`src/rtl/core/elr_ram.sv`:
```
module elr_ram #(
  parameter int WIDTH = 8,
  parameter int AW    = 4
) (
  input  logic             clk,
  input  logic             we,
  input  logic [AW-1:0]    waddr,
  input  logic [WIDTH-1:0] wdata,
  input  logic [AW-1:0]    raddr,
  output logic [WIDTH-1:0] rdata
);

  logic [WIDTH-1:0] mem [(1 << AW)];

  always_ff @(posedge clk) begin
    if (we) begin
      mem[waddr] <= wdata;
    end
    rdata <= mem[raddr];
  end

endmodule
```
`config.mk`:
```
export PLATFORM = sky130hd
export DESIGN_NAME = elr_ram
export DESIGN_NICKNAME = d
export VERILOG_FILES = /design/src/rtl/core/elr_ram.sv
export SDC_FILE = /design/constraint.sdc
export NUM_CORES = 1
export LEC_CHECK = 0
export ABC_AREA = 1
export ABC_CLOCK_PERIOD_IN_PS = 1100
export BUFFER_PORTS_ARGS = -buffer_cell sky130_fd_sc_hd__buf_2
export CORE_ASPECT_RATIO = 1.1
export CORE_UTILIZATION = 55
export CTS_CLUSTER_DIAMETER = 50
export DETAILED_ROUTE_END_ITERATION = 6
export GPL_TIMING_DRIVEN = 0
export PLACE_DENSITY = 0.84
export SYNTH_ARGS = -nofsm -noshare
export SYNTH_HDL_FRONTEND = slang
export SYNTH_SLANG_ARGS = --single-unit
export TNS_END_PERCENT = 20
```
`constraint.sdc`:
```
create_clock -name clk -period 1.1 [get_ports clk]
set_input_delay 0.165 -clock clk [delete_from_list [all_inputs] [get_ports clk]]
set_output_delay 0.165 -clock clk [all_outputs]
set_load 0.005 [all_outputs]
```
==> results of run 1 <==
==> synthesized netlist by cell type <==
| master | number |
|---|---|
| inv_1 | 100 |
| dfxtp_1 | 8 |
| buf_2 | 13 |
| edfxtp_1 | 128 |
| nand3b_1 | 2 |
| buf_6 | 6 |
| buf_1 | 1 |
| inv_2 | 2 |
| buf_4 | 4 |
| nand2_1 | 173 |
| nor2_1 | 17 |
| nand3_1 | 97 |
==> through the flow <==
step	TNS, ps	utilization, %	std cells
2_1_floorplan	-1010	-	551
3_3_place_gp	-48570	60.3	713
3_5_place_dp	-53800	60.3	713
4_1_cts	-47.1	66.4	745
5_1_grt	-475	66.8	745
6_report	-12.2	66.8	745
==> kinds of logic (layout without fill, tap and decap cells) <==
kind of cell,Yosys count,in the layout,synth area share (%)
AND/OR/NAND/NOR,289,289,21.0
flip-flops,136,136,69.4
buffers and inverters,126,180,9.52
==> final timing paths <==
path	from	end	slack, ps	cells past startpoint
max	rdata[0]$_DFF_P_	rdata[0]	-8	1
min	wdata[4]	mem[12][4]$_DFFE_PP_	50	1
max reg2reg	mem[0][2]$_DFFE_PP_	rdata[2]$_DFF_P_	60	6
min reg2reg	mem[2][1]$_DFFE_PP_	rdata[1]$_DFF_P_	710	6
==> flip-flops by register name, summed over array words and instances (netlist names) <==
signal,count
mem,128
rdata,8
==> area by class of cell <==
type	count	area [sq um]
Buffer	24	166
Clock buffer	20	425
Clock inverter	12	180
Fill cell	665	3330
Inverter	102	383
Multi-Input combinational cell	289	1240
Sequential cell	136	4010
Tap cell	140	175
Timing Repair Buffer	22	123
==> layer usage <==
layer	GRT usage [%]	routed length, um	up-vias
li1	-	-	1855
met1	35.8	5360	1901
met2	43.6	6340	291
met3	6.80	1300	63
met4	16.3	739	0
met5	0	0	-
==> power by group through the flow <==
| stage | clock network, mW | registers (mW) | logic (mW) |
|---|---|---|---|
| CTS | 5.83 | 5.83 | 0.732 |
| global route | 6.06 | 5.84 | 0.837 |
| detailed placement | 0 | 5.93 | 0.714 |
| floorplan | 0 | 5.93 | 0.409 |
| finish | 5.82 | 5.83 | 0.768 |
| global placement | 0 | 5.93 | 0.689 |
==> worst register-to-register path: stages (launching register included) <==
cell      delay (ps)
edfxtp_1         390
inv_1             70
nand2_1           50
nand3_1           80
nand3_1          120
nand3_2          120
nand2_1          100
==> repair_timing <==
item	in CTS	in global routing
endpoints found under the setup margin	8	32
gates resized for setup	0	10
pin swaps	0	0
cloned	0	0
hold buffers	0	0
==> reports/metrics.cfg, run 1 <==
[run_status]
status = complete, but fails checks
violations = DRC, setup timing

[drt]
num_vias = 4110
drtPass1Iterations = 7
wl_um = 13700
drtIter0Drc = 712
wl_per_cell_um = 18.4
route.detailed.drc = 4
ant_nets = 0
viasPerCell = 5.52

[global_route]
grt_max_degree = 17
grt_pass1_vias = 4052
grt_pass1_wl_um = 21500
groute.usage.overall_pct = 27.9
grt_overflow = 0
antenna_found_initial = 0

[timing]
finalSetupViolations = 3
timing.final.crit_share_pct = 101
slew_violations = 0
worst_clock_skew_ps = 5.75
slew_headroom_pct = 39.0
whs_ps = 54.9
tightest_slew_ps = 912
final_hold_viol_count = 0
rsz0062_at_grt = yes
min_period_ps = 1110
fin_ws_ps = -7.89
max_freq_ghz = 0.903

[clocking]
cts.sinks = 136
insertion_delay_ps = 520
post_cts_buffers = 0
clock_path_buffers = 2
cts-buffers-inserted = 17
cts_tree = yes
cts-root-buf = clkbuf_8
ctsHtreeMaxLevel = 4
clk_pin_slew_ps = 60

[synth]
synth_area_leaders = edfxtp_1, nand2_1, nand3_1
synth-seq-area-share_pct = 69.4
synth_warnings = 0
ys_seq_elements = 136
synth_area_sq_mm = 0.00577
yosysTopAreaCellShare_pct = 66.7
synth.distinct_cells = 12
syn_inst = 551
yosys.area.top_type = edfxtp_1
syn_nets = 569
avgSynthCellArea_sq_um = 10.5

[power]
p_int_mw = 9.89
power.share.clock_pct = 46.9
p_total_mw = 12.4
combPwrFrac_pct = 6.2
pwr_density_cell_mw_per_mm2 = 1850
ir_drop_mv = 1.34
p_sw_share_pct = 20.4
pwr-share-seq_pct = 46.9
p_leak_nw = 2.91
p_switching_mw = 2.53

[setup_path]
startpoint_type = flop
critical_path.max_fanout = 1
arrival_ps = 940
cp-end-kind = output pin
critical_path_buf_inv_count = 1
critPathMaxStageDelay_ps = 310
crit_family = flip-flops
critical_path_required_ps = 940
crit_slowest_cell = dfxtp_1
worstPathCellList = buf_2
critPathKind = reg2out

[placement]
gp_congestion = 0.901
place_ws_ps = -528
hpwl_um = 8500
post_dp_cell_area_sq_mm = 0.00605
port_buffers = 22

[die]
num_rows = 38
io_pins = 26
die_w_um = 99.6
die_height_um = 109
dieArea_sq_mm = 0.0109
initial_core_util_pct = 57.5
core_area_sq_mm = 0.0100

[cells_and_area]
diodes = 0
final_common_cell = nand2_1
final_nets = 610
area_growth_pct = 16.1
finish.instance_area_sq_mm = 0.00670
final_cell_mix = nand2_1, edfxtp_1, inv_1, nand3_1, buf_2
drive_gt1_share_pct = 12.9

[worst_hold_path]
hp-class = in2reg

[job]
max_cap_violations = 0

(Power assumes the default switching activity.)
==> run 2, diff against run 1 <==
ABC_CLOCK_PERIOD_IN_PS = 1300   (was 1100)
CORE_UTILIZATION = 40   (was 55)
PLACE_DENSITY = 0.65   (was 0.84)
clock period = 1.3 ns   (was 1.1 ns; I/O delays follow)
==> run 2 against run 1 <==
- the run now ends clean
- design area hardly changed
- critical path depth is 2 higher
- wire length is 1.7% lower
- first-iteration DRC count is 41% lower
- register-to-register slack better by 200 ps
- worst setup slack better by 62 ps
- flip-flop and latch count stayed put
- power is 18% lower
- largest cell class unchanged
==> reports/metrics.cfg, run 2 (synthesized netlist as in run 1, its figures left out) <==
[drt]
wl_per_cell_um = 17.0  ; -7.7%
wl_um = 13500  ; -1.7%
drtPass1Iterations = 5  ; -2
viasPerCell = 4.85  ; -12%
route.detailed.drc = 0  ; -4
ant_nets = 0  ; unchanged
num_vias = 3846  ; -6.4%
drtIter0Drc = 417  ; -41%

[setup_path]
arrival_ps = 1290  ; +350 ps
cp-end-kind = flop
critical_path_required_ps = 1350  ; +410 ps
startpoint_type = input port
critPathKind = in2reg
critical_path.max_fanout = 8  ; +7

[global_route]
groute.usage.overall_pct = 19.9  ; -8.0 points
grt_overflow = 0  ; unchanged
antenna_found_initial = 0  ; unchanged
grt_pass1_wl_um = 21000  ; -2.2%
grt_max_degree = 17  ; unchanged
grt_pass1_vias = 3781  ; -6.7%

[cells_and_area]
final_common_cell = nand2_1
diodes = 0  ; unchanged
area_growth_pct = 16.1  ; about the same
drive_gt1_share_pct = 13.1  ; +0.17 points
final_nets = 610  ; unchanged
final_cell_mix = nand2_1, edfxtp_1, inv_1, nand3_1, buf_2
regMostFlops = mem
largest_reg_flops = 128  ; unchanged
largestRegisters = mem: 128 flops, rdata: 8 flops
fin_util_pct = 47.9  ; -19 points
fin_cells = 793  ; +6.4%

[die]
num_rows = 45  ; +18%
die_w_um = 116  ; +17%
io_pins = 26  ; unchanged
initial_core_util_pct = 41.3  ; -16 points
die_height_um = 128  ; +17%
core_area_sq_mm = 0.0140  ; +39%
dieArea_sq_mm = 0.0149  ; +37%

[job]
max_cap_violations = 0  ; unchanged

[clocking]
cts-root-buf = clkbuf_16
post_cts_buffers = 0  ; unchanged
clock_path_buffers = 2  ; unchanged
cts_hold_buf = 0  ; unchanged
cts.sinks = 136  ; unchanged
insertion_delay_ps = 420  ; -100 ps
cts_tree = yes
clk_pin_slew_ps = 50  ; about the same
cts-resized-gates = 0  ; unchanged
ctsHtreeMaxLevel = 4  ; unchanged
cts-buffers-inserted = 17  ; unchanged

[power]
pwr_density_cell_mw_per_mm2 = 1530  ; -17%
p_leak_nw = 2.88  ; -0.92%
ir_drop_mv = 0.838  ; -37%
p_total_mw = 10.2  ; -18%

[timing]
slew_headroom_pct = 41.8  ; +2.8 points
max_freq_ghz = 0.803
rsz0062_at_grt = yes
final_hold_viol_count = 0  ; unchanged
tightest_slew_ps = 870  ; -41.3 ps
finalSetupViolations = 0  ; -3
slew_violations = 0  ; unchanged
min_period_ps = 1250
worst_clock_skew_ps = 7.06  ; +1.31 ps
whs_ps = 202  ; +147 ps
timing.final.crit_share_pct = 95.8

[placement]
port_buffers = 22  ; unchanged
gp_congestion = 0.879  ; -2.4%
hpwl_um = 8970  ; +5.5%
dp_cells = 761  ; +6.7%

[run_status]
status = finished clean

[worst_hold_path]
hp-class = in2reg

[run 2: cell count changes in the layout (fill, tap and decap cells not counted), moves of 3 or more]
cell	before	now
clkinv_1	6	1
nand3_1	93	97
nand3_2	4	0
bufinv_16	5	2
clkbuf_1	3	0
clkinv_2	0	3
clkinvlp_4	1	4
inv_6	0	3
[run 2: final timing paths]
kind | from | endpoint | slack, ps | depth (start not counted)
worst max-delay path | waddr[3] | mem[7][0]$_DFFE_PP_ | 50 | 3
worst min-delay path | raddr[2] | rdata[1]$_DFF_P_ | 200 | 4
worst max register to register | mem[1][7]$_DFFE_PP_ | rdata[7]$_DFF_P_ | 260 | 6
worst min register to register | mem[14][4]$_DFFE_PP_ | rdata[4]$_DFF_P_ | 690 | 6
[run 2: worst max-delay path, stage by stage]
cell,delay [ps]
buf_2,120
nand3b_1,280
nor2_1,700
[run 2: cell type report]
cell class / instances / area [sq um]
buffer: 24 / 166
clock buffer: 17 / 425
clock inverter: 15 / 153
fill: 1293 / 7270
inverter: 102 / 383
multi-input combinational: 289 / 1220
sequential: 136 / 4000
tap: 188 / 235
timing repair buffer: 22 / 110
[run 2: where the power goes]
group	total, mW	leakage (nW)	switching [mW]	internal [mW]
combinational	0.633	1.39	0.445	0.188
sequential	4.93	1.22	0.0247	4.90
clock	4.68	0.273	1.86	2.82
[run 2: stage by stage]
stage,TNS (ps),setup WS [ps],area [sq um]
after CTS,0,71.9,6690
final,0,54.1,6690
after floorplan,0,154,5770
after global routing,-29.4,-5.07,6690
after detailed placement,-31550,-361,6110
after global placement,-28240,-335,6110
[run 2: layer usage]
layer  vias to the layer above  part of all wire [%]  global-route usage [%]
met4                         0                   3.1                    8.90
met3                        36                   8.1                    5.06
li1                       1860                     -                       -
met1                      1771                    42                    26.1
met5                         -                     0                       0
met2                       179                    46                    31.0
==> run 3, diff against run 2 <==
BUFFER_PORTS_ARGS = -buffer_cell sky130_fd_sc_hd__buf_4   (was -buffer_cell sky130_fd_sc_hd__buf_2)
==> run 3 against run 2 <==
- flip-flop and latch count is the same
- via count grew 0.62%
- non-clock buffer count is the same
- highest routed layer unchanged
- clock skew shrank 2.5 ps
- clock power grew 9.4%
- global-route usage shrank 0.057 points
- core utilization grew 0.79 points
- die area is the same
- power grew 4.5%
- combinational power grew 3.8%
- design area grew 1.6%
- register-to-register slack is essentially flat
==> reports/metrics.cfg, run 3 (synthesized netlist as in run 1, its figures left out) <==
[power]
p_leak_nw = 2.92  ; +1.3%
combPwrFrac_pct = 6.1  ; about the same
p_int_mw = 8.48  ; +7.2%
ir_drop_mv = 0.868  ; +3.5%
power.share.clock_pct = 47.8  ; +2.1 points
pwr_density_cell_mw_per_mm2 = 1570  ; +2.8%
p_switching_mw = 2.22  ; -4.8%
pwr-share-seq_pct = 46.1  ; -2.0 points
p_sw_share_pct = 20.8  ; -2.0 points

[drt]
wl_per_cell_um = 17.0  ; about the same
route.detailed.drc = 0  ; unchanged
dr.max_layer_used = met4
num_vias = 3870  ; +0.62%
ant_nets = 0  ; unchanged
drtIter0Drc = 398  ; -4.6%
wl_um = 13500  ; about the same
wl_met1_um = 5740  ; +0.17%
met2_length_um = 6430  ; +2.7%
wl_met3_um = 986  ; -9.3%
drtPass1Iterations = 5  ; unchanged
viasPerCell = 4.88  ; +0.62%

[cells_and_area]
largestRegisters = mem: 128 flops, rdata: 8 flops
fin_cells = 793  ; unchanged
drive_gt1_share_pct = 12.6  ; -0.50 points
final_nets = 610  ; unchanged
fin_util_pct = 48.7  ; +0.79 points
regMostFlops = mem
area_growth_pct = 18.0
diodes = 0  ; unchanged
largest_reg_flops = 128  ; unchanged
final_cell_mix = nand2_1, edfxtp_1, inv_1, nand3_1, buf_4
final_common_cell = nand2_1

[clocking]
insertion_delay_ps = 420  ; about the same
ctsHtreeMaxLevel = 4  ; unchanged
clock_path_buffers = 2  ; unchanged
post_cts_buffers = 0  ; unchanged
cts_tree = yes
clk_pin_slew_ps = 60  ; about the same
cts-buffers-inserted = 17  ; unchanged
cts.sinks = 136  ; unchanged
cts-root-buf = clkbuf_16

[setup_path]
critical_path_required_ps = 1350  ; about the same
rrSetupSlack_ps = 260  ; about the same
cp-end-kind = flop
critPathKind = in2reg
timing.rr.start = mem[1][2]$_DFFE_PP_
rr_worst_depth = 6  ; unchanged
arrival_ps = 1270  ; -20 ps
critical_path.max_fanout = 8  ; unchanged
r2r_end = rdata[2]$_DFF_P_
startpoint_type = input port

[placement]
port_buffers = 22  ; unchanged
gp_congestion = 0.855  ; -2.8%
hpwl_um = 8930  ; -0.39%
place_ws_ps = -381  ; -19.3 ps
dp_cells = 761  ; unchanged

[die]
die_w_um = 116  ; unchanged
core_area_sq_mm = 0.0140  ; unchanged
dieArea_sq_mm = 0.0149  ; unchanged
io_pins = 26  ; unchanged
die_height_um = 128  ; unchanged
num_rows = 45  ; unchanged
initial_core_util_pct = 41.3  ; unchanged

[global_route]
antenna_found_initial = 0  ; unchanged
grt_max_degree = 17  ; unchanged
grt_overflow = 0  ; unchanged
groute.usage.overall_pct = 19.8  ; -0.057 points
grt_pass1_wl_um = 20900  ; -0.36%
grt_pass1_vias = 3675  ; -2.8%

[timing]
rsz0062_at_grt = no
min_period_ps = 1220  ; -25.7 ps
slew_violations = 0  ; unchanged
finalSetupViolations = 0  ; unchanged
tightest_slew_ps = 859  ; -11.6 ps
worst_clock_skew_ps = 4.56  ; -2.50 ps
setup_tns_ps = 0  ; unchanged
slew_headroom_pct = 42.5  ; +0.77 points
final_hold_viol_count = 0  ; unchanged
max_freq_ghz = 0.820  ; +2.1%
timing.final.crit_share_pct = 93.9  ; -2.0 points
fin_ws_ps = 79.8  ; +25.7 ps

[worst_hold_path]
holdPathStages = 1  ; -3
hold_end = mem[2][5]$_DFFE_PP_
hp-class = in2reg
min_from = wdata[5]

[run_status]
status = finished clean

[job]
max_cap_violations = 0  ; unchanged

run 3: cell types whose count changed in the layout (fill, tap and decap cells not counted):
cell | previous run | this run
clkinv_2 | 3 | 1
bufinv_16 | 2 | 5
inv_6 | 3 | 0
clkinv_4 | 2 | 0
buf_4 | 4 | 26
buf_2 | 35 | 13
clkinv_1 | 1 | 4
clkinvlp_4 | 4 | 5
run 3: power groups by stage:
| stage | registers [mW] | logic, mW | clock network (mW) |
|---|---|---|---|
| 5_1_grt | 4.94 | 0.716 | 5.33 |
| 3_5_place_dp | 5.02 | 0.648 | 0 |
| 6_report | 4.93 | 0.657 | 5.12 |
| 2_1_floorplan | 5.02 | 0.346 | 0 |
| 3_3_place_gp | 5.02 | 0.640 | 0 |
| 4_1_cts | 4.93 | 0.653 | 5.15 |
run 3: worst max-delay path by stage:
stage | end | slack, ps | from | cells after the start
2_1_floorplan | mem[10][0]$_DFFE_PP_ | 150 | waddr[2] | 2
3_3_place_gp | mem[7][1]$_DFFE_PP_ | -330 | waddr[3] | 3
3_5_place_dp | mem[7][1]$_DFFE_PP_ | -380 | waddr[3] | 3
4_1_cts | mem[7][1]$_DFFE_PP_ | 50 | waddr[3] | 3
5_1_grt | mem[4][1]$_DFFE_PP_ | 40 | waddr[3] | 3
6_report | mem[6][0]$_DFFE_PP_ | 80 | waddr[3] | 3
run 3: final cells by class:
cell class	count	area [sq um]
Tap cell	188	235
Inverter	102	383
Sequential cell	136	4000
Timing Repair Buffer	22	165
Buffer	24	166
Clock buffer	17	425
Multi-Input combinational cell	289	1220
Fill cell	1305	7160
Clock inverter	15	208
run 3: critical path, cell delays in order:
cell and delay, ps:
buf_4 120, nand3b_1 290, nor2_1 660
run 3: stage by stage:
step / instance area [sq um] / hold slack [ps] / total power, mW
3_3_place_gp: 6170 / 536 / 5.66
2_1_floorplan: 5770 / 294 / 5.37
6_report: 6800 / 119 / 10.7
5_1_grt: 6800 / 124 / 11.0
4_1_cts: 6800 / 115 / 10.7
3_5_place_dp: 6170 / 548 / 5.67
run 3: routing by layer:
layer,vias to the layer above,track usage [%]
met3,23,3.97
met1,1814,26.8
li1,1859,-
met5,-,0
met4,0,8.97
met2,174,30.8
run 3: timing repair:
| action | in CTS | in global routing |
|---|---|---|
| resized for setup | 0 | 1 |
| setup endpoints to repair | 0 | 4 |
| hold buffers | 0 | 0 |
